<file path="config.mk">
export PLATFORM = sky130hd
export DESIGN_NAME = expression_language_lexer_flat
export DESIGN_NICKNAME = d
export VERILOG_FILES = /design/src/rtl/ell_pkg.sv /design/src/rtl/ell_text_if.sv /design/src/rtl/ell_token_if.sv /design/src/rtl/ell_core.sv /design/src/rtl/ell_outq.sv /design/src/rtl/expression_language_lexer.sv /design/src/flat_wrapper.sv
export SDC_FILE = /design/constraint.sdc
export NUM_CORES = 1
export LEC_CHECK = 0
export BUFFER_PORTS_ARGS = -buffer_cell sky130_fd_sc_hd__buf_4
export CAP_MARGIN = 20
export CORE_MARGIN = 2
export CORE_UTILIZATION = 56
export DETAILED_ROUTE_END_ITERATION = 10
export PLACE_DENSITY = 0.77
export RECOVER_POWER = 25
export SLEW_MARGIN = 20
export SYNTH_ARGS = -nofsm -noshare
export SYNTH_HDL_FRONTEND = slang
export SYNTH_HIERARCHICAL = 1
export SYNTH_SLANG_ARGS = --single-unit
</file>
<file path="constraint.sdc">
create_clock -name clk -period 4.05 [get_ports clk]
set_clock_uncertainty 0.1 [all_clocks]
set_input_delay 0.81 -clock clk [delete_from_list [all_inputs] [get_ports clk]]
set_output_delay 0.81 -clock clk [all_outputs]
set_load 0.005 [all_outputs]
</file>
<file path="src/rtl/ell_pkg.sv">
// ----------------------------------------------------------------------------
// Expression lexer package
// Token, error and scan mode codes, character constants and keyword tables
// shared by the lexer modules.
// ----------------------------------------------------------------------------
`default_nettype none

package ell_pkg;

    typedef enum logic [4:0] {
        KIND_EOF     = 5'd0,
        KIND_IDENT   = 5'd1,
        KIND_NUMBER  = 5'd2,
        KIND_STRING  = 5'd3,
        KIND_TRUE    = 5'd4,
        KIND_FALSE   = 5'd5,
        KIND_NIL     = 5'd6,
        KIND_PRINT   = 5'd7,
        KIND_PLUS    = 5'd8,
        KIND_MINUS   = 5'd9,
        KIND_STAR    = 5'd10,
        KIND_SLASH   = 5'd11,
        KIND_LPAREN  = 5'd12,
        KIND_RPAREN  = 5'd13,
        KIND_LT      = 5'd14,
        KIND_LE      = 5'd15,
        KIND_GT      = 5'd16,
        KIND_GE      = 5'd17,
        KIND_ASSIGN  = 5'd18,
        KIND_EQ      = 5'd19,
        KIND_BANG    = 5'd20,
        KIND_NE      = 5'd21,
        KIND_LBRACE  = 5'd22,
        KIND_RBRACE  = 5'd23,
        KIND_UNKNOWN = 5'd24
    } kind_t;

    typedef enum logic [1:0] {
        ERR_NONE    = 2'd0,
        ERR_UNKNOWN = 2'd1,
        ERR_UNTERM  = 2'd2,
        ERR_DECIMAL = 2'd3
    } err_t;

    typedef enum logic [5:0] {
        MODE_IDLE    = 6'b000001,
        MODE_IDENT   = 6'b000010,
        MODE_NUMBER  = 6'b000100,
        MODE_STRING  = 6'b001000,
        MODE_COMMENT = 6'b010000,
        MODE_OPER    = 6'b100000
    } scan_mode_t;

    typedef enum logic [1:0] {
        POP_LT     = 2'd0,
        POP_GT     = 2'd1,
        POP_ASSIGN = 2'd2,
        POP_BANG   = 2'd3
    } pend_op_t;

    typedef enum logic [1:0] {
        KW_TRUE  = 2'd0,
        KW_FALSE = 2'd1,
        KW_NIL   = 2'd2,
        KW_PRINT = 2'd3
    } kw_t;

    localparam int KW_COUNT = 4;

    localparam logic [7:0] CH_QUOTE   = 8'h22;
    localparam logic [7:0] CH_HASH    = 8'h23;
    localparam logic [7:0] CH_LPAREN  = 8'h28;
    localparam logic [7:0] CH_RPAREN  = 8'h29;
    localparam logic [7:0] CH_STAR    = 8'h2A;
    localparam logic [7:0] CH_PLUS    = 8'h2B;
    localparam logic [7:0] CH_MINUS   = 8'h2D;
    localparam logic [7:0] CH_DOT     = 8'h2E;
    localparam logic [7:0] CH_SLASH   = 8'h2F;
    localparam logic [7:0] CH_LT      = 8'h3C;
    localparam logic [7:0] CH_EQUAL   = 8'h3D;
    localparam logic [7:0] CH_GT      = 8'h3E;
    localparam logic [7:0] CH_BANG    = 8'h21;
    localparam logic [7:0] CH_LBRACE  = 8'h7B;
    localparam logic [7:0] CH_RBRACE  = 8'h7D;
    localparam logic [7:0] CH_NEWLINE = 8'h0A;

    typedef struct packed {
        kind_t       kind;
        logic [15:0] start;
        logic [15:0] length;
        err_t        err;
        logic        last;
    } token_t;

    typedef struct packed {
        logic       load;
        logic [1:0] count;
        token_t     first;
        token_t     second;
    } step_t;

    function automatic logic is_alpha(input logic [7:0] c);
        return (c inside {[8'h61:8'h7A], [8'h41:8'h5A]});
    endfunction

    function automatic logic is_digit(input logic [7:0] c);
        return (c inside {[8'h30:8'h39]});
    endfunction

    function automatic logic is_space(input logic [7:0] c);
        return (c inside {8'h20, [8'h09:8'h0D]});
    endfunction

    function automatic logic [7:0] kw_char(input kw_t k, input logic [2:0] idx);
        logic [39:0] word;
        logic [39:0] shifted;
        case (k)
            KW_TRUE:  word = {"true", 8'h00};
            KW_FALSE: word = "false";
            KW_NIL:   word = {"nil", 16'h0000};
            KW_PRINT: word = "print";
            default:  word = '0;
        endcase
        shifted = word << {idx, 3'b000};
        return shifted[39:32];
    endfunction

    function automatic logic [2:0] kw_len(input kw_t k);
        case (k)
            KW_TRUE:  return 3'd4;
            KW_FALSE: return 3'd5;
            KW_NIL:   return 3'd3;
            KW_PRINT: return 3'd5;
            default:  return 3'd0;
        endcase
    endfunction

    function automatic kind_t kw_kind(input kw_t k);
        case (k)
            KW_TRUE:  return KIND_TRUE;
            KW_FALSE: return KIND_FALSE;
            KW_NIL:   return KIND_NIL;
            KW_PRINT: return KIND_PRINT;
            default:  return KIND_IDENT;
        endcase
    endfunction

    function automatic kind_t op_kind(input pend_op_t op, input logic two);
        case (op)
            POP_LT:     return two ? KIND_LE : KIND_LT;
            POP_GT:     return two ? KIND_GE : KIND_GT;
            POP_ASSIGN: return two ? KIND_EQ : KIND_ASSIGN;
            POP_BANG:   return two ? KIND_NE : KIND_BANG;
            default:    return KIND_UNKNOWN;
        endcase
    endfunction

endpackage

`default_nettype wire

</file>
<file path="src/rtl/ell_text_if.sv">
// ----------------------------------------------------------------------------
// Text channel
// Carries one source byte or an end-of-text mark per beat.
// ----------------------------------------------------------------------------
`default_nettype none

interface ell_text_if;
    logic       valid;
    logic       ready;
    logic [7:0] text_byte;
    logic       end_of_text;

    modport source (output valid, output text_byte, output end_of_text, input ready);
    modport sink (input valid, input text_byte, input end_of_text, output ready);
endinterface

`default_nettype wire

</file>
<file path="src/rtl/ell_token_if.sv">
// ----------------------------------------------------------------------------
// Token channel
// Carries one token with its kind, position, length and error per beat.
// ----------------------------------------------------------------------------
`default_nettype none

interface ell_token_if;
    logic        valid;
    logic        ready;
    logic [4:0]  token_kind;
    logic [15:0] token_start;
    logic [15:0] token_length;
    logic [1:0]  error_kind;
    logic        last_of_run;

    modport source (
        output valid, output token_kind, output token_start, output token_length,
        output error_kind, output last_of_run, input ready
    );
    modport sink (
        input valid, input token_kind, input token_start, input token_length,
        input error_kind, input last_of_run, output ready
    );
endinterface

`default_nettype wire

</file>
<file path="src/rtl/ell_core.sv">
// ----------------------------------------------------------------------------
// Lexer scan core
// Registers the incoming beat, then runs one scan step on it against the
// lexer state and hands up to two tokens to the result queue.
// ----------------------------------------------------------------------------
`default_nettype none

module ell_core #(
    parameter int PB = 16
) (
    input  logic           clk,
    input  logic           rst_n,
    input  logic           in_valid,
    input  logic [7:0]     in_byte,
    input  logic           in_eot,
    output logic           in_ready,
    input  logic           q_free,
    output ell_pkg::step_t step
);

    logic                    vld_reg;
    logic [7:0]              byte_reg;
    logic                    eot_reg;
    logic                    fire;

    ell_pkg::scan_mode_t     mode_reg, mode_next;
    ell_pkg::pend_op_t       pop_reg, pop_next;
    logic [ell_pkg::KW_COUNT-1:0] cand_reg, cand_next;
    logic                    dec_reg, dec_next;
    logic [PB-1:0]           begin_reg, begin_next;
    logic [PB-1:0]           count_reg, count_next;
    logic [PB-1:0]           pos_reg, pos_next;

    ell_pkg::scan_mode_t     idl_mode;
    ell_pkg::pend_op_t       idl_pop;
    logic [ell_pkg::KW_COUNT-1:0] idl_cand;
    logic                    idl_dec;
    logic [PB-1:0]           idl_begin;
    logic [PB-1:0]           idl_count;
    logic                    idl_emit;
    ell_pkg::token_t         idl_res;

    logic [ell_pkg::KW_COUNT-1:0] cand_upd;
    logic [PB-1:0]           count_inc;
    ell_pkg::kind_t          ident_kind;
    logic                    use_idle;
    logic                    pre_v, post_v;
    ell_pkg::token_t         pre_r, post_r;

    assign fire     = vld_reg && q_free;
    assign in_ready = !vld_reg || fire;

    always_ff @(posedge clk or negedge rst_n)
    begin
        if (!rst_n)
        begin
            vld_reg <= 1'b0;
        end
        else if (in_ready)
        begin
            vld_reg <= in_valid;
        end
    end

    always_ff @(posedge clk)
    begin
        if (in_ready && in_valid)
        begin
            byte_reg <= in_byte;
            eot_reg  <= in_eot;
        end
    end

    assign count_inc = (count_reg == {PB{1'b1}}) ? count_reg : count_reg + PB'(1);

    always_comb
    begin
        ident_kind = ell_pkg::KIND_IDENT;
        for (int k = 0; k < ell_pkg::KW_COUNT; k++)
        begin
            if (cand_reg[k] && count_reg == PB'(ell_pkg::kw_len(ell_pkg::kw_t'(k))))
            begin
                ident_kind = ell_pkg::kw_kind(ell_pkg::kw_t'(k));
            end
            cand_upd[k] = cand_reg[k]
                && (count_reg < PB'(ell_pkg::kw_len(ell_pkg::kw_t'(k))))
                && (ell_pkg::kw_char(ell_pkg::kw_t'(k), count_reg[2:0]) == byte_reg);
        end
    end

    // Scan of the current byte from the state between tokens.
    always_comb
    begin
        idl_mode      = ell_pkg::MODE_IDLE;
        idl_pop       = pop_reg;
        idl_cand      = cand_reg;
        idl_dec       = dec_reg;
        idl_begin     = begin_reg;
        idl_count     = count_reg;
        idl_emit      = 1'b0;
        idl_res.kind  = ell_pkg::KIND_UNKNOWN;
        idl_res.start = 16'(pos_reg);
        idl_res.length = 16'd1;
        idl_res.err   = ell_pkg::ERR_NONE;
        idl_res.last  = 1'b0;
        if (ell_pkg::is_space(byte_reg))
        begin
            idl_mode = ell_pkg::MODE_IDLE;
        end
        else if (ell_pkg::is_alpha(byte_reg))
        begin
            idl_mode  = ell_pkg::MODE_IDENT;
            idl_begin = pos_reg;
            idl_count = PB'(1);
            for (int k = 0; k < ell_pkg::KW_COUNT; k++)
            begin
                idl_cand[k] = (ell_pkg::kw_char(ell_pkg::kw_t'(k), 3'd0) == byte_reg);
            end
        end
        else if (ell_pkg::is_digit(byte_reg))
        begin
            idl_mode  = ell_pkg::MODE_NUMBER;
            idl_begin = pos_reg;
            idl_count = PB'(1);
            idl_dec   = 1'b0;
        end
        else
        begin
            case (byte_reg)
                ell_pkg::CH_QUOTE:
                begin
                    idl_mode  = ell_pkg::MODE_STRING;
                    idl_begin = pos_reg + PB'(1);
                    idl_count = '0;
                end
                ell_pkg::CH_HASH:
                begin
                    idl_mode = ell_pkg::MODE_COMMENT;
                end
                ell_pkg::CH_LT, ell_pkg::CH_GT, ell_pkg::CH_EQUAL, ell_pkg::CH_BANG:
                begin
                    idl_mode  = ell_pkg::MODE_OPER;
                    idl_begin = pos_reg;
                    case (byte_reg)
                        ell_pkg::CH_LT:    idl_pop = ell_pkg::POP_LT;
                        ell_pkg::CH_GT:    idl_pop = ell_pkg::POP_GT;
                        ell_pkg::CH_EQUAL: idl_pop = ell_pkg::POP_ASSIGN;
                        default:           idl_pop = ell_pkg::POP_BANG;
                    endcase
                end
                ell_pkg::CH_PLUS:   begin idl_emit = 1'b1; idl_res.kind = ell_pkg::KIND_PLUS;   end
                ell_pkg::CH_MINUS:  begin idl_emit = 1'b1; idl_res.kind = ell_pkg::KIND_MINUS;  end
                ell_pkg::CH_STAR:   begin idl_emit = 1'b1; idl_res.kind = ell_pkg::KIND_STAR;   end
                ell_pkg::CH_SLASH:  begin idl_emit = 1'b1; idl_res.kind = ell_pkg::KIND_SLASH;  end
                ell_pkg::CH_LPAREN: begin idl_emit = 1'b1; idl_res.kind = ell_pkg::KIND_LPAREN; end
                ell_pkg::CH_RPAREN: begin idl_emit = 1'b1; idl_res.kind = ell_pkg::KIND_RPAREN; end
                ell_pkg::CH_LBRACE: begin idl_emit = 1'b1; idl_res.kind = ell_pkg::KIND_LBRACE; end
                ell_pkg::CH_RBRACE: begin idl_emit = 1'b1; idl_res.kind = ell_pkg::KIND_RBRACE; end
                default:
                begin
                    idl_emit       = 1'b1;
                    idl_res.kind   = ell_pkg::KIND_UNKNOWN;
                    idl_res.length = 16'd0;
                    idl_res.err    = ell_pkg::ERR_UNKNOWN;
                end
            endcase
        end
    end

    always_comb
    begin
        mode_next  = mode_reg;
        pop_next   = pop_reg;
        cand_next  = cand_reg;
        dec_next   = dec_reg;
        begin_next = begin_reg;
        count_next = count_reg;
        pos_next   = pos_reg;
        use_idle   = 1'b0;
        pre_v      = 1'b0;
        post_v     = 1'b0;
        pre_r.kind   = ell_pkg::KIND_UNKNOWN;
        pre_r.start  = 16'(begin_reg);
        pre_r.length = 16'(count_reg);
        pre_r.err    = ell_pkg::ERR_NONE;
        pre_r.last   = 1'b0;
        post_r       = idl_res;
        if (eot_reg)
        begin
            case (mode_reg)
                ell_pkg::MODE_IDENT:
                begin
                    pre_v      = 1'b1;
                    pre_r.kind = ident_kind;
                end
                ell_pkg::MODE_NUMBER:
                begin
                    pre_v      = 1'b1;
                    pre_r.kind = ell_pkg::KIND_NUMBER;
                end
                ell_pkg::MODE_STRING:
                begin
                    pre_v      = 1'b1;
                    pre_r.kind = ell_pkg::KIND_UNKNOWN;
                    pre_r.err  = ell_pkg::ERR_UNTERM;
                end
                ell_pkg::MODE_OPER:
                begin
                    pre_v        = 1'b1;
                    pre_r.kind   = ell_pkg::op_kind(pop_reg, 1'b0);
                    pre_r.length = 16'd1;
                end
                default:
                begin
                    pre_v = 1'b0;
                end
            endcase
            post_v        = 1'b1;
            post_r.kind   = ell_pkg::KIND_EOF;
            post_r.start  = 16'(pos_reg);
            post_r.length = 16'd0;
            post_r.err    = ell_pkg::ERR_NONE;
            post_r.last   = 1'b0;
            mode_next  = ell_pkg::MODE_IDLE;
            pop_next   = ell_pkg::POP_LT;
            cand_next  = '0;
            dec_next   = 1'b0;
            begin_next = '0;
            count_next = '0;
            pos_next   = '0;
        end
        else
        begin
            pos_next = pos_reg + PB'(1);
            case (mode_reg)
                ell_pkg::MODE_IDENT:
                begin
                    if (ell_pkg::is_alpha(byte_reg) || ell_pkg::is_digit(byte_reg))
                    begin
                        cand_next  = cand_upd;
                        count_next = count_inc;
                    end
                    else
                    begin
                        pre_v      = 1'b1;
                        pre_r.kind = ident_kind;
                        use_idle   = 1'b1;
                    end
                end
                ell_pkg::MODE_NUMBER:
                begin
                    if (ell_pkg::is_digit(byte_reg))
                    begin
                        count_next = count_inc;
                    end
                    else if (byte_reg == ell_pkg::CH_DOT)
                    begin
                        if (dec_reg)
                        begin
                            pre_v        = 1'b1;
                            pre_r.kind   = ell_pkg::KIND_UNKNOWN;
                            pre_r.start  = 16'(pos_reg);
                            pre_r.length = 16'd1;
                            pre_r.err    = ell_pkg::ERR_DECIMAL;
                            use_idle     = 1'b1;
                        end
                        else
                        begin
                            dec_next   = 1'b1;
                            count_next = count_inc;
                        end
                    end
                    else
                    begin
                        pre_v      = 1'b1;
                        pre_r.kind = ell_pkg::KIND_NUMBER;
                        use_idle   = 1'b1;
                    end
                end
                ell_pkg::MODE_STRING:
                begin
                    if (byte_reg == ell_pkg::CH_QUOTE)
                    begin
                        pre_v      = 1'b1;
                        pre_r.kind = ell_pkg::KIND_STRING;
                        mode_next  = ell_pkg::MODE_IDLE;
                    end
                    else
                    begin
                        count_next = count_inc;
                    end
                end
                ell_pkg::MODE_COMMENT:
                begin
                    if (byte_reg == ell_pkg::CH_NEWLINE)
                    begin
                        mode_next = ell_pkg::MODE_IDLE;
                    end
                end
                ell_pkg::MODE_OPER:
                begin
                    pre_v = 1'b1;
                    if (byte_reg == ell_pkg::CH_EQUAL)
                    begin
                        pre_r.kind   = ell_pkg::op_kind(pop_reg, 1'b1);
                        pre_r.length = 16'd2;
                        mode_next    = ell_pkg::MODE_IDLE;
                    end
                    else
                    begin
                        pre_r.kind   = ell_pkg::op_kind(pop_reg, 1'b0);
                        pre_r.length = 16'd1;
                        use_idle     = 1'b1;
                    end
                end
                default:
                begin
                    use_idle = 1'b1;
                end
            endcase
            if (use_idle)
            begin
                mode_next  = idl_mode;
                pop_next   = idl_pop;
                cand_next  = idl_cand;
                dec_next   = idl_dec;
                begin_next = idl_begin;
                count_next = idl_count;
                post_v     = idl_emit;
            end
        end
    end

    always_comb
    begin
        step.load  = fire;
        step.count = {1'b0, pre_v} + {1'b0, post_v};
        step.first  = pre_v ? pre_r : post_r;
        step.second = post_r;
        step.first.last  = !(pre_v && post_v);
        step.second.last = 1'b1;
    end

    always_ff @(posedge clk or negedge rst_n)
    begin
        if (!rst_n)
        begin
            mode_reg  <= ell_pkg::MODE_IDLE;
            pop_reg   <= ell_pkg::POP_LT;
            cand_reg  <= '0;
            dec_reg   <= 1'b0;
            begin_reg <= '0;
            count_reg <= '0;
            pos_reg   <= '0;
        end
        else if (fire)
        begin
            mode_reg  <= mode_next;
            pop_reg   <= pop_next;
            cand_reg  <= cand_next;
            dec_reg   <= dec_next;
            begin_reg <= begin_next;
            count_reg <= count_next;
            pos_reg   <= pos_next;
        end
    end

`ifndef NO_ASSERTIONS
    a_eot_restart: assert property (@(posedge clk) disable iff (!rst_n)
        fire && eot_reg |=> pos_reg == '0 && mode_reg == ell_pkg::MODE_IDLE)
        else $error("position or mode not cleared after end of text");
    a_eot_emits: assert property (@(posedge clk) disable iff (!rst_n)
        fire && eot_reg |-> step.count != 2'd0)
        else $error("end of text produced no token");
    a_count_sat: assert property (@(posedge clk) disable iff (!rst_n)
        fire && !eot_reg && mode_reg == ell_pkg::MODE_STRING
        && byte_reg != ell_pkg::CH_QUOTE |=> count_reg >= $past(count_reg))
        else $error("string length went backwards");
`endif

endmodule

`default_nettype wire

</file>
<file path="src/rtl/ell_outq.sv">
// ----------------------------------------------------------------------------
// Lexer result queue
// Two-entry token buffer that drains the tokens of one scan step one beat
// at a time onto the token channel.
// ----------------------------------------------------------------------------
`default_nettype none

module ell_outq (
    input  logic            clk,
    input  logic            rst_n,
    input  ell_pkg::step_t  step,
    output logic            q_free,
    ell_token_if.source     tokens
);

    logic [1:0]      cnt_reg, cnt_next;
    ell_pkg::token_t slot0_reg, slot1_reg;
    logic            pop;

    assign pop    = (cnt_reg != 2'd0) && tokens.ready;
    assign q_free = (cnt_reg == 2'd0) || (cnt_reg == 2'd1 && tokens.ready);

    assign tokens.valid        = cnt_reg != 2'd0;
    assign tokens.token_kind   = slot0_reg.kind;
    assign tokens.token_start  = slot0_reg.start;
    assign tokens.token_length = slot0_reg.length;
    assign tokens.error_kind   = slot0_reg.err;
    assign tokens.last_of_run  = slot0_reg.last;

    always_comb
    begin
        if (step.load && step.count != 2'd0)
        begin
            cnt_next = step.count;
        end
        else
        begin
            cnt_next = cnt_reg - {1'b0, pop};
        end
    end

    always_ff @(posedge clk or negedge rst_n)
    begin
        if (!rst_n)
        begin
            cnt_reg <= 2'd0;
        end
        else
        begin
            cnt_reg <= cnt_next;
        end
    end

    always_ff @(posedge clk)
    begin
        if (step.load && step.count != 2'd0)
        begin
            slot0_reg <= step.first;
            slot1_reg <= step.second;
        end
        else if (pop)
        begin
            slot0_reg <= slot1_reg;
        end
    end

`ifndef NO_ASSERTIONS
    a_cnt_range: assert property (@(posedge clk) disable iff (!rst_n)
        cnt_reg != 2'd3)
        else $error("token queue count out of range");
    a_no_overrun: assert property (@(posedge clk) disable iff (!rst_n)
        step.load && step.count != 2'd0 |-> q_free)
        else $error("token queue loaded while holding undelivered tokens");
    a_last_single: assert property (@(posedge clk) disable iff (!rst_n)
        cnt_reg == 2'd1 |-> slot0_reg.last)
        else $error("final token of a step lacks its last mark");
    a_last_pair: assert property (@(posedge clk) disable iff (!rst_n)
        cnt_reg == 2'd2 |-> !slot0_reg.last && slot1_reg.last)
        else $error("token pair carries wrong last marks");
`endif

endmodule

`default_nettype wire

</file>
<file path="src/rtl/expression_language_lexer.sv">
// ----------------------------------------------------------------------------
// Expression language lexer
// Streaming tokenizer: one text byte or end-of-text mark per beat in, tokens
// with kind, start offset, length and error code out.
// ----------------------------------------------------------------------------
// A text beat is registered, then scanned once the result queue has room; the
// tokens it yields are registered in the result queue before they are offered.
// Throughput: one text beat per cycle while each beat yields at most one token
// and tokens are taken; a beat that yields two tokens stalls the beats behind it.
// Reset: asynchronous; clears the scan state, token counters and byte position.
`default_nettype none

module expression_language_lexer #(
    parameter int POSITION_BITS = 16
) (
    input  logic        clk,
    input  logic        rst_n,
    ell_text_if.sink    text,
    ell_token_if.source tokens
);

    ell_pkg::step_t step;
    logic           q_free;
    logic           in_ready;

    assign text.ready = in_ready;

    ell_core #(
        .PB (POSITION_BITS)
    ) u_core (
        .clk      (clk),
        .rst_n    (rst_n),
        .in_valid (text.valid),
        .in_byte  (text.text_byte),
        .in_eot   (text.end_of_text),
        .in_ready (in_ready),
        .q_free   (q_free),
        .step     (step)
    );

    ell_outq u_outq (
        .clk    (clk),
        .rst_n  (rst_n),
        .step   (step),
        .q_free (q_free),
        .tokens (tokens)
    );

endmodule

`default_nettype wire
</file>
<file path="src/flat_wrapper.sv">
// flat-port wrapper written by rule: the top's interface ports become plain ports
module expression_language_lexer_flat 
#(
    parameter int POSITION_BITS = 16
)
  (clk, rst_n, text_valid, text_text_byte, text_end_of_text, text_ready, tokens_valid, tokens_token_kind, tokens_token_start, tokens_token_length, tokens_error_kind, tokens_last_of_run, tokens_ready);
  ell_text_if text_i ();
  ell_token_if tokens_i ();
  input  logic clk;
  input  logic rst_n;
  input wire logic [$bits(text_i.valid)-1:0] text_valid;
  input wire logic [$bits(text_i.text_byte)-1:0] text_text_byte;
  input wire logic [$bits(text_i.end_of_text)-1:0] text_end_of_text;
  output wire logic [$bits(text_i.ready)-1:0] text_ready;
  output wire logic [$bits(tokens_i.valid)-1:0] tokens_valid;
  output wire logic [$bits(tokens_i.token_kind)-1:0] tokens_token_kind;
  output wire logic [$bits(tokens_i.token_start)-1:0] tokens_token_start;
  output wire logic [$bits(tokens_i.token_length)-1:0] tokens_token_length;
  output wire logic [$bits(tokens_i.error_kind)-1:0] tokens_error_kind;
  output wire logic [$bits(tokens_i.last_of_run)-1:0] tokens_last_of_run;
  input wire logic [$bits(tokens_i.ready)-1:0] tokens_ready;
  assign text_i.valid = text_valid;
  assign text_i.text_byte = text_text_byte;
  assign text_i.end_of_text = text_end_of_text;
  assign text_ready = text_i.ready;
  assign tokens_valid = tokens_i.valid;
  assign tokens_token_kind = tokens_i.token_kind;
  assign tokens_token_start = tokens_i.token_start;
  assign tokens_token_length = tokens_i.token_length;
  assign tokens_error_kind = tokens_i.error_kind;
  assign tokens_last_of_run = tokens_i.last_of_run;
  assign tokens_i.ready = tokens_ready;
  expression_language_lexer #(.POSITION_BITS(POSITION_BITS)) u_core (.clk(clk), .rst_n(rst_n), .text(text_i), .tokens(tokens_i));
endmodule
</file>
==> results of run 1 <==
how the worst max path moves through the flow:
| stage | startpoint | end |
|---|---|---|
| after global routing | u_core/u_core/byte_reg[6] | u_core/u_outq/tokens.token_length[3] |
| final | u_core/u_core/byte_reg[6] | u_core/u_outq/tokens.token_length[3] |
| after detailed placement | u_core/u_core/byte_reg[6] | u_core/u_outq/tokens.token_length[3] |
| after floorplan | u_core/u_core/mode_reg[0] | u_core/u_outq/slot1_reg[0] |
| after global placement | u_core/u_core/byte_reg[6] | u_core/u_outq/tokens.token_length[13] |
| after CTS | u_core/u_core/byte_reg[6] | u_core/u_outq/tokens.token_length[3] |
cell families after synthesis:
kind of cell | Yosys count
AOI/OAI and AO/OA | 202
xor gates and xnor gates | 27
adders and majority gates | 13
buffers and inverters | 96
DFF | 153
muxes | 63
other | 2
and+or+nand+nor | 274
layer usage:
layer  global-route usage [%]  vias to the layer above  part of all wire (%)
met5                        0                        -                     0
met1                     35.3                     3304                    42
met4                     10.1                        0                   3.1
li1                         -                     3129                     -
met3                     5.78                       67                   7.7
met2                     40.9                      335                    47
critical path, cell delays in order (launching register included):
cell,delay (ps)
edfxtp_1,530
or4b_1,710
nor3_4,260
a21oi_2,120
nor3_2,200
o21ai_0,130
ha_1,380
o21ai_4,260
buf_4,330
mux2_4,330
layout make-up:
class | count | share of cell area (%)
Timing Repair Buffer | 85 | 6.38
Clock buffer | 18 | 4.41
Inverter | 20 | 0.754
Sequential cell | 153 | 42.9
Clock inverter | 14 | 1.39
Multi-Input combinational cell | 596 | 41.5
Tap cell | 211 | 2.65
power by group through the flow:
| stage | sequential [mW] | clock (mW) | combinational, mW |
|---|---|---|---|
| 6_report | 2.45 | 1.55 | 2.07 |
| 5_1_grt | 2.50 | 1.63 | 2.23 |
| 4_1_cts | 2.45 | 1.57 | 2.06 |
| 3_5_place_dp | 2.48 | 0 | 2.05 |
| 3_3_place_gp | 2.46 | 0 | 2.00 |
| 2_1_floorplan | 2.41 | 0 | 1.35 |
layout by cell type (no fill, tap or decap), drive strengths merged, types with 13 or more instances in the layout:
cell / netlist / layout
ha: 13 / 13
clkbuf: 41 / 28
and3: 15 / 15
nand3: 21 / 21
buf: 35 / 75
o31ai: 27 / 27
conb: 2 / 17
inv: 20 / 26
edfxtp: 89 / 89
nand4: 14 / 14
nor2: 41 / 41
nor3: 22 / 22
a21oi: 29 / 29
and2: 23 / 23
o21ai: 74 / 74
mux2: 59 / 59
dfrtp: 63 / 63
nand2: 79 / 79
xnor2: 17 / 17
==> qor.yml, run 1 <==
critical_path:
  cp-start-kind: "flop"
  r2r_end: "u_core/u_outq/tokens.token_length[3]"
  end_kind: "flop"
  critPathKind: "flop to flop"
  rr_worst_depth: 9
  crit_required_ps: 4120
  cp_max_fo: 14
  reg2reg_from: "u_core/u_core/byte_reg[6]"
  crit_arrival_ps: 3680
  r2r_slack_ps: 450
clocking:
  cts.sinks: 153
  cts_setup_buffers: 0
  cts-htree-levels: 4
  cts_root_buf: "clkbuf_16"
  clockBufferDepth: 2
  cts_resized: 0
  cts.clk_slew.worst_paths_ps: 70
  clock_latency_ps: 420
  cts_tree: "done"
  hold_buffers: 0
  numCtsBuffers: 17
synth:
  yosys.area.top_type_share_pct: 30.3
  synthCells: 830
  synth.area.mux_share_pct: 9.60
  synth_area_per_cell_um2: 10.6
  synth-compound-area-share_pct: 15.2
  synth.most_common_cell: "edfxtp_1"
  synth_edf_count: 89
  yosys_warnings: 6
  synth_top_family_by_area: "simple AND/OR/NAND/NOR gates"
  yosysSeqAreaShare_pct: 48.4
  ys_dominant_reg_cell: "edfxtp_1"
  yosys.area.top_type: "edfxtp_1"
  synth-simple-area-share_pct: 16.7
  yosys-top-cells-count: "edfxtp_1 (89), nand2_1 (78), dfrtp_1 (63), o21ai_0 (63), nor2_1 (41)"
  synth-xor-area-share_pct: 2.68
  ys_top_cells_by_area: "edfxtp_1 (30%), dfrtp_1 (18%), mux2_4 (6.5%)"
  syn_area_mm2: 0.00883
  async_flop_share_pct: 41.8
  synthAdderAreaFrac_pct: 1.84
  synth-seq-cells: 153
  yosysUniqueCellTypes: 85
sta:
  finalCritPeriodShare_pct: 89.0
  fmax_mhz: 278
  setup_viol: 0
  finalMaxSlewViolations: 65
  fin_worst_hold_slack_ps: 373
  rsz0062_at_grt: "false"
  hold_violations: 0
  min_period_ps: 3600
  worst_pin_slew_ps: 1680
  slew_headroom_pct: -12.3
  setup_slack_ps: 446
  tns_ps: 0
floorplanning:
  initial_core_util_pct: 57.6
  io-pin-count: 55
  coreArea_mm2: 0.0153
  die_h_um: 130
  die_w_um: 130
  rows: 45
  dieArea_mm2: 0.0168
worst_hold_path:
  hold_path.class: "flop to flop"
  hold-path-endpoint: "u_core/u_core/begin_reg[14]"
  worstHoldPathCells: 2
  worstHoldStart: "u_core/u_core/begin_reg[14]"
global_routing:
  grt_overflow: 0
  grt_pass1_vias: 6528
  grt_pass1_wl_um: 33900
  antenna_found_initial: 0
  grt_max_degree: 65
  track_usage_pct: 25.9
finish:
  multiInputGateArea_mm2: 0.00413
  areaGrowthSynthToFinish_pct: 12.8
  largest_register_ff_count: 40
  fin_cells: 1097
  design_area_mm2: 0.00996
  drive_above_1_share_pct: 22.8
  fillers: 1207
  nNetsFinal: 899
  antenna_cells: 0
  final_util_pct: 65.0
  register_area_mm2: 0.00428
placed_design:
  place.gp.congestion: 1.00
  dp_cells: 1065
  hpwlAfterDp_um: 14200
  port_buffers: 54
  pre_cts_ws_ps: 495
  placedInstanceArea_mm2: 0.00938
drt:
  dr.pass1.iters: 5
  routed_wl_um: 20900
  drt-vias-per-instance: 6.23
  wl_per_cell_um: 19.0
  drt_iter0_drc: 676
  drtAntennaViolNets: 0
  drc: 0
  vias: 6835
power_and_ir_drop:
  pwr-share-clk_pct: 25.5
  p_comb_share_pct: 34.1
  power_mw: 6.07
  p_sw_share_pct: 32.8
  cell_internal_pwr_mw: 4.08
  pwr_density_cell_mw_per_mm2: 610
  p_sw_mw: 1.99
  p_leak_nw: 4.03
  pwr-share-seq_pct: 40.4
  ir_worst_vdd_v: 0.000327
status:
  outcome: "finished, violations left"
  failed_checks: "capacitance limit, slew limit"
run:
  maxCapViolCount: 1
Note: power is estimated with default switching activity, not from simulation.
==> run 2, diff against run 1 <==
--- a/config.mk
+++ b/config.mk
@@ -5,6 +5,7 @@
 export SDC_FILE = /design/constraint.sdc
 export NUM_CORES = 1
 export LEC_CHECK = 0
+export ABC_CLOCK_PERIOD_IN_PS = 2900
 export BUFFER_PORTS_ARGS = -buffer_cell sky130_fd_sc_hd__buf_4
 export CAP_MARGIN = 20
 export CORE_MARGIN = 2
@@ -12,6 +13,7 @@
 export DETAILED_ROUTE_END_ITERATION = 10
 export PLACE_DENSITY = 0.77
 export RECOVER_POWER = 25
+export REMOVE_ABC_BUFFERS = 1
 export SLEW_MARGIN = 20
 export SYNTH_ARGS = -nofsm -noshare
 export SYNTH_HDL_FRONTEND = slang
==> constraint.sdc (replaced) <==
create_clock -name clk -period 2.9 [get_ports clk]
set_clock_uncertainty 0.1 [all_clocks]
set_input_delay 0.58 -clock clk [delete_from_list [all_inputs] [get_ports clk]]
set_output_delay 0.58 -clock clk [all_outputs]
set_load 0.005 [all_outputs]
==> qor.yml, run 2 (synthesized netlist as in run 1, its figures left out) <==
critical_path:
  crit_end: "u_core/u_outq/slot1_reg[39]"
  crit_start: "u_core/u_core/mode_reg[4]"
  cp_max_fo: 8
  end_kind: "flop"
  cp-start-kind: "flop"
  r2r_end: "u_core/u_outq/slot1_reg[39]"
  r2r_slack_ps: -350
  rr_worst_depth: 13
  critPathKind: "flop to flop"
  reg2reg_from: "u_core/u_core/mode_reg[4]"
  crit_arrival_ps: 3350
  crit_required_ps: 3000
clocking:
  cts_root_buf: "clkbuf_16"
  hold_buffers: 0
  cts-htree-levels: 4
  clockBufferDepth: 2
  cts_tree: "done"
  numCtsBuffers: 17
  cts.clk_slew.worst_paths_ps: 60
  clock_latency_ps: 440
  cts.sinks: 153
power_and_ir_drop:
  p_leak_nw: 4.72
  pwr_density_cell_mw_per_mm2: 862
  ir_worst_vdd_v: 0.000487
finish:
  antenna_cells: 0
  drive_above_1_share_pct: 33.8
  areaGrowthSynthToFinish_pct: 28.0
  nNetsFinal: 996
  largest_register_ff_count: 40
  final_cell_mix: "buf_4 (144), edfxtp_1 (89), nand2_1 (76)"
  fin_cells: 1194
  fillers: 1021
  mostFrequentLayoutCell: "buf_4"
  final_util_pct: 73.8
global_routing:
  grt_pass1_wl_um: 36300
  track_usage_pct: 28.2
  grt_overflow: 0
  grt_pass1_vias: 6933
  antenna_found_initial: 0
  grt_max_degree: 65
drt:
  dr.pass1.iters: 8
  drt-vias-per-instance: 6.18
  wirelength_met1_um: 9940
  wl_per_cell_um: 21.3
  top_layer: "met4"
  vias: 7381
  drc: 0
  wl_met3_um: 1850
  met2_wirelength_um: 12700
  drt_iter0_drc: 818
  drtAntennaViolNets: 0
  routed_wl_um: 25400
sta:
  min_period_ps: 3250
  fmax_mhz: 308
  finalMaxSlewViolations: 65
  worst_pin_slew_ps: 1740
  setup_viol: 121
  rsz0062_at_grt: "true"
  fin_worst_hold_slack_ps: 235
  slew_headroom_pct: -15.9
  hold_violations: 0
  finalCritPeriodShare_pct: 112
  setup_slack_ps: -350
status:
  failed_checks: "capacitance limit, slew limit, setup timing"
  outcome: "finished, violations left"
placed_design:
  pre_cts_ws_ps: -344
  hpwlAfterDp_um: 15500
  dp_cells: 1130
  port_buffers: 54
  place.gp.congestion: 0.967
floorplanning:
  initial_core_util_pct: 57.6
  coreArea_mm2: 0.0153
  dieArea_mm2: 0.0168
  io-pin-count: 55
  rows: 45
  die_w_um: 130
  die_h_um: 130
run:
  maxCapViolCount: 1
worst_hold_path:
  hold_path.class: "input port to flop"
-- run 2: changes by cell type in the layout (fill, tap and decap cells not counted), sizes merged --
cell,delta
buf,+90
bufinv,+2
clkbuf,+7
clkinv,-1
clkinvlp,-1
-- run 2: cell type report --
type / instances / area, um2 / share of cell area [%]
Multi-Input combinational cell: 596 / 4380 / 38.7
Sequential cell: 153 / 4280 / 37.8
Timing Repair Buffer: 182 / 1680 / 14.9
Clock buffer: 18 / 439 / 3.89
Tap cell: 211 / 264 / 2.34
Clock inverter: 14 / 184 / 1.63
Inverter: 20 / 78.8 / 0.698
-- run 2: worst min-delay path by stage --
stage	from	to	slack (ps)	depth (start not counted)
after global routing	text_text_byte[3]	u_core/u_core/byte_reg[3]	230	1
after floorplan	rst_n	u_core/u_core/begin_reg[0]	180	0
final	text_valid	u_core/u_core/vld_reg	230	2
after CTS	rst_n	u_core/u_core/vld_reg	180	1
after detailed placement	u_core/u_core/begin_reg[13]	u_core/u_core/begin_reg[13]	370	2
after global placement	u_core/u_core/begin_reg[5]	u_core/u_core/begin_reg[5]	360	2
-- run 2: per-layer routing --
metal  up-vias  GRT usage, %
met5         -             0
met4         0          11.8
met3        78          5.33
met2       385          46.6
met1      3583          36.8
li1       3335             -
-- run 2: where the power goes --
group          switching, mW  internal, mW  total [mW]
clock                  0.958          1.40        2.36
combinational           1.96          2.03        3.99
sequential             0.282          3.11        3.40
-- run 2: worst max-delay path, cell delays in order (launching register included) --
cell	delay (ps)
dfrtp_1	420
buf_4	190
buf_4	150
nor3_1	170
a22oi_1	100
a221o_1	390
nor3_2	180
o21ai_2	90
ha_1	340
o21ai_4	160
buf_12	150
buf_16	110
clkinvlp_4	220
clkbuf_16	260
-- run 2: timing repair --
| item | 4_1_cts | 5_1_grt |
|---|---|---|
| cloned | 2 | 11 |
| setup buffers | 3 | 19 |
| resized for setup | 28 | 42 |
| setup endpoints to repair | 138 | 162 |
| pin swaps | 16 | 21 |
-- run 2: through the flow --
step	cell area [um2]	setup TNS, ps	total power, mW
after detailed placement	9940	-38820	6.56
after floorplan	8480	-238560	5.11
after global routing	11300	-46770	10.1
final	11300	-35820	9.74
after global placement	9940	-33170	6.45
after CTS	10800	-30160	9.14
==> run 3, diff against run 2 <==
--- a/config.mk
+++ b/config.mk
@@ -13,7 +13,6 @@
 export DETAILED_ROUTE_END_ITERATION = 10
 export PLACE_DENSITY = 0.77
 export RECOVER_POWER = 25
-export REMOVE_ABC_BUFFERS = 1
 export SLEW_MARGIN = 20
 export SYNTH_ARGS = -nofsm -noshare
 export SYNTH_HDL_FRONTEND = slang
==> qor.yml, run 3 (synthesized netlist as in run 1, its figures left out) <==
drt:
  vias: 7596
  wl_per_cell_um: 21.3
  drtAntennaViolNets: 0
  drc: 0
  dr.pass1.iters: 6
  routed_wl_um: 25800
  drt-vias-per-instance: 6.29
  drt_iter0_drc: 882
worst_hold_path:
  hold_path.class: "input port to flop"
  worstHoldStart: "text_end_of_text"
clocking:
  cts_tree: "done"
  cts-htree-levels: 4
  hold_buffers: 0
  numCtsBuffers: 17
  cts.sinks: 153
  cts_root_buf: "clkbuf_16"
  cts.clk_slew.worst_paths_ps: 70
  clockBufferDepth: 2
  clock_latency_ps: 430
finish:
  final_cell_mix: "buf_4 (150), edfxtp_1 (89), nand2_1 (76)"
  mostFrequentLayoutCell: "buf_4"
  areaGrowthSynthToFinish_pct: 30.5
  register_area_mm2: 0.00428
  largest_register_ff_count: 40
  fillers: 947
  nNetsFinal: 1009
  fin_cells: 1207
  drive_above_1_share_pct: 34.4
  antenna_cells: 0
  multiInputGateArea_mm2: 0.00444
floorplanning:
  initial_core_util_pct: 57.6
  rows: 45
  io-pin-count: 55
  dieArea_mm2: 0.0168
  coreArea_mm2: 0.0153
  die_w_um: 130
  die_h_um: 130
sta:
  hold_violations: 0
  slew_headroom_pct: -16.6
  worst_pin_slew_ps: 1750
  finalMaxSlewViolations: 65
  fmax_mhz: 307
  min_period_ps: 3260
  tns_ps: -37110
  setup_viol: 157
  finalCritPeriodShare_pct: 112
  rsz0062_at_grt: "true"
  setup_slack_ps: -360
status:
  failed_checks: "capacitance limit, slew limit, setup timing"
  outcome: "finished, violations left"
critical_path:
  crit_required_ps: 2970
  path_cells: "or4_4, a211o_1, a21oi_4, buf_4, nor3_4, o21ai_2, ha_4, o21ai_4, buf_12, buf_8, buf_16, mux2_4"
  cp_max_fo: 8
  critPathKind: "flop to flop"
  cp_slowest_stage_delay_ps: 550
  end_kind: "flop"
  reg2reg_from: "u_core/u_core/mode_reg[4]"
  crit_start: "u_core/u_core/mode_reg[4]"
  crit_buf_inv: 4
  crit_arrival_ps: 3340
  crit_slowest_cell: "or4_4"
  cp-start-kind: "flop"
  cp_top_family: "compound AO/OA/AOI/OAI gates"
  r2r_slack_ps: -360
placed_design:
  place.gp.congestion: 0.977
  port_buffers: 54
  pre_cts_ws_ps: -406
  hpwlAfterDp_um: 15700
  dp_cells: 1138
global_routing:
  grt_pass1_wl_um: 39600
  grt_pass1_vias: 7371
  grt_overflow: 0
  antenna_found_initial: 0
  grt_max_degree: 65
  track_usage_pct: 30.8
run:
  maxCapViolCount: 1
power_and_ir_drop:
  power_mw: 9.90
  ir_worst_vdd_v: 0.000538
  pwr_density_cell_mw_per_mm2: 859
  p_leak_nw: 4.82
==> run 3: cell types whose count changed in the layout (fill, tap and decap cells not counted), moves of 3 or more <==
cell / before / now
buf_6: 10 / 13
buf_4: 144 / 150
buf_16: 3 / 7
clkbuf_16: 24 / 20
buf_12: 7 / 10
==> run 3: layer usage <==
metal | global-route usage [%] | vias up | share of wire [%]
met5 | 0 | - | 0
met2 | 51.3 | 447 | 49
li1 | - | 3356 | -
met3 | 6.32 | 72 | 7.9
met1 | 39.9 | 3721 | 40
met4 | 11.7 | 0 | 3.0
==> run 3: final timing paths <==
| kind | to | depth (start not counted) |
|---|---|---|
| worst max-delay path | u_core/u_outq/tokens.token_length[1] | 12 |
| worst min-delay path | u_core/u_core/eot_reg | 1 |
| worst max register to register | u_core/u_outq/tokens.token_length[1] | 12 |
| worst min register to register | u_core/u_core/begin_reg[7] | 2 |
| max in group asynchronous | u_core/u_core/mode_reg[5] | 1 |
| min in group asynchronous | u_core/u_core/mode_reg[4] | 1 |
==> run 3: layout make-up <==
| type | count | share of cell area, % |
|---|---|---|
| clock inverters | 15 | 1.62 |
| repair buffers | 195 | 16.0 |
| well taps | 211 | 2.29 |
| flip-flops and latches | 153 | 37.1 |
| clock buffers | 17 | 3.69 |
| inverters | 20 | 0.684 |
| multi-input cells | 596 | 38.6 |
==> run 3: timing repair <==
item / in CTS / in global routing
endpoints found under the setup margin: 141 / 164
buffers inserted: 19 / 11
hold endpoints to repair: 0 / 0
pin swaps: 11 / 14
gates cloned: 7 / 3
resized for setup: 59 / 28
==> run 3: through the flow <==
step	hold slack (ps)	utilization, %	cell area [um2]
after floorplan	184	-	8940
after global placement	356	65.5	10000
after detailed placement	366	65.5	10000
after CTS	217	73.6	11300
after global routing	236	75.2	11500
final	250	75.2	11500
==> run 3: report_power, final <==
group          internal, mW  switching [mW]
Sequential             3.11           0.289
Clock                  1.37           0.958
Combinational          2.16            2.00
Total                  6.65            3.25
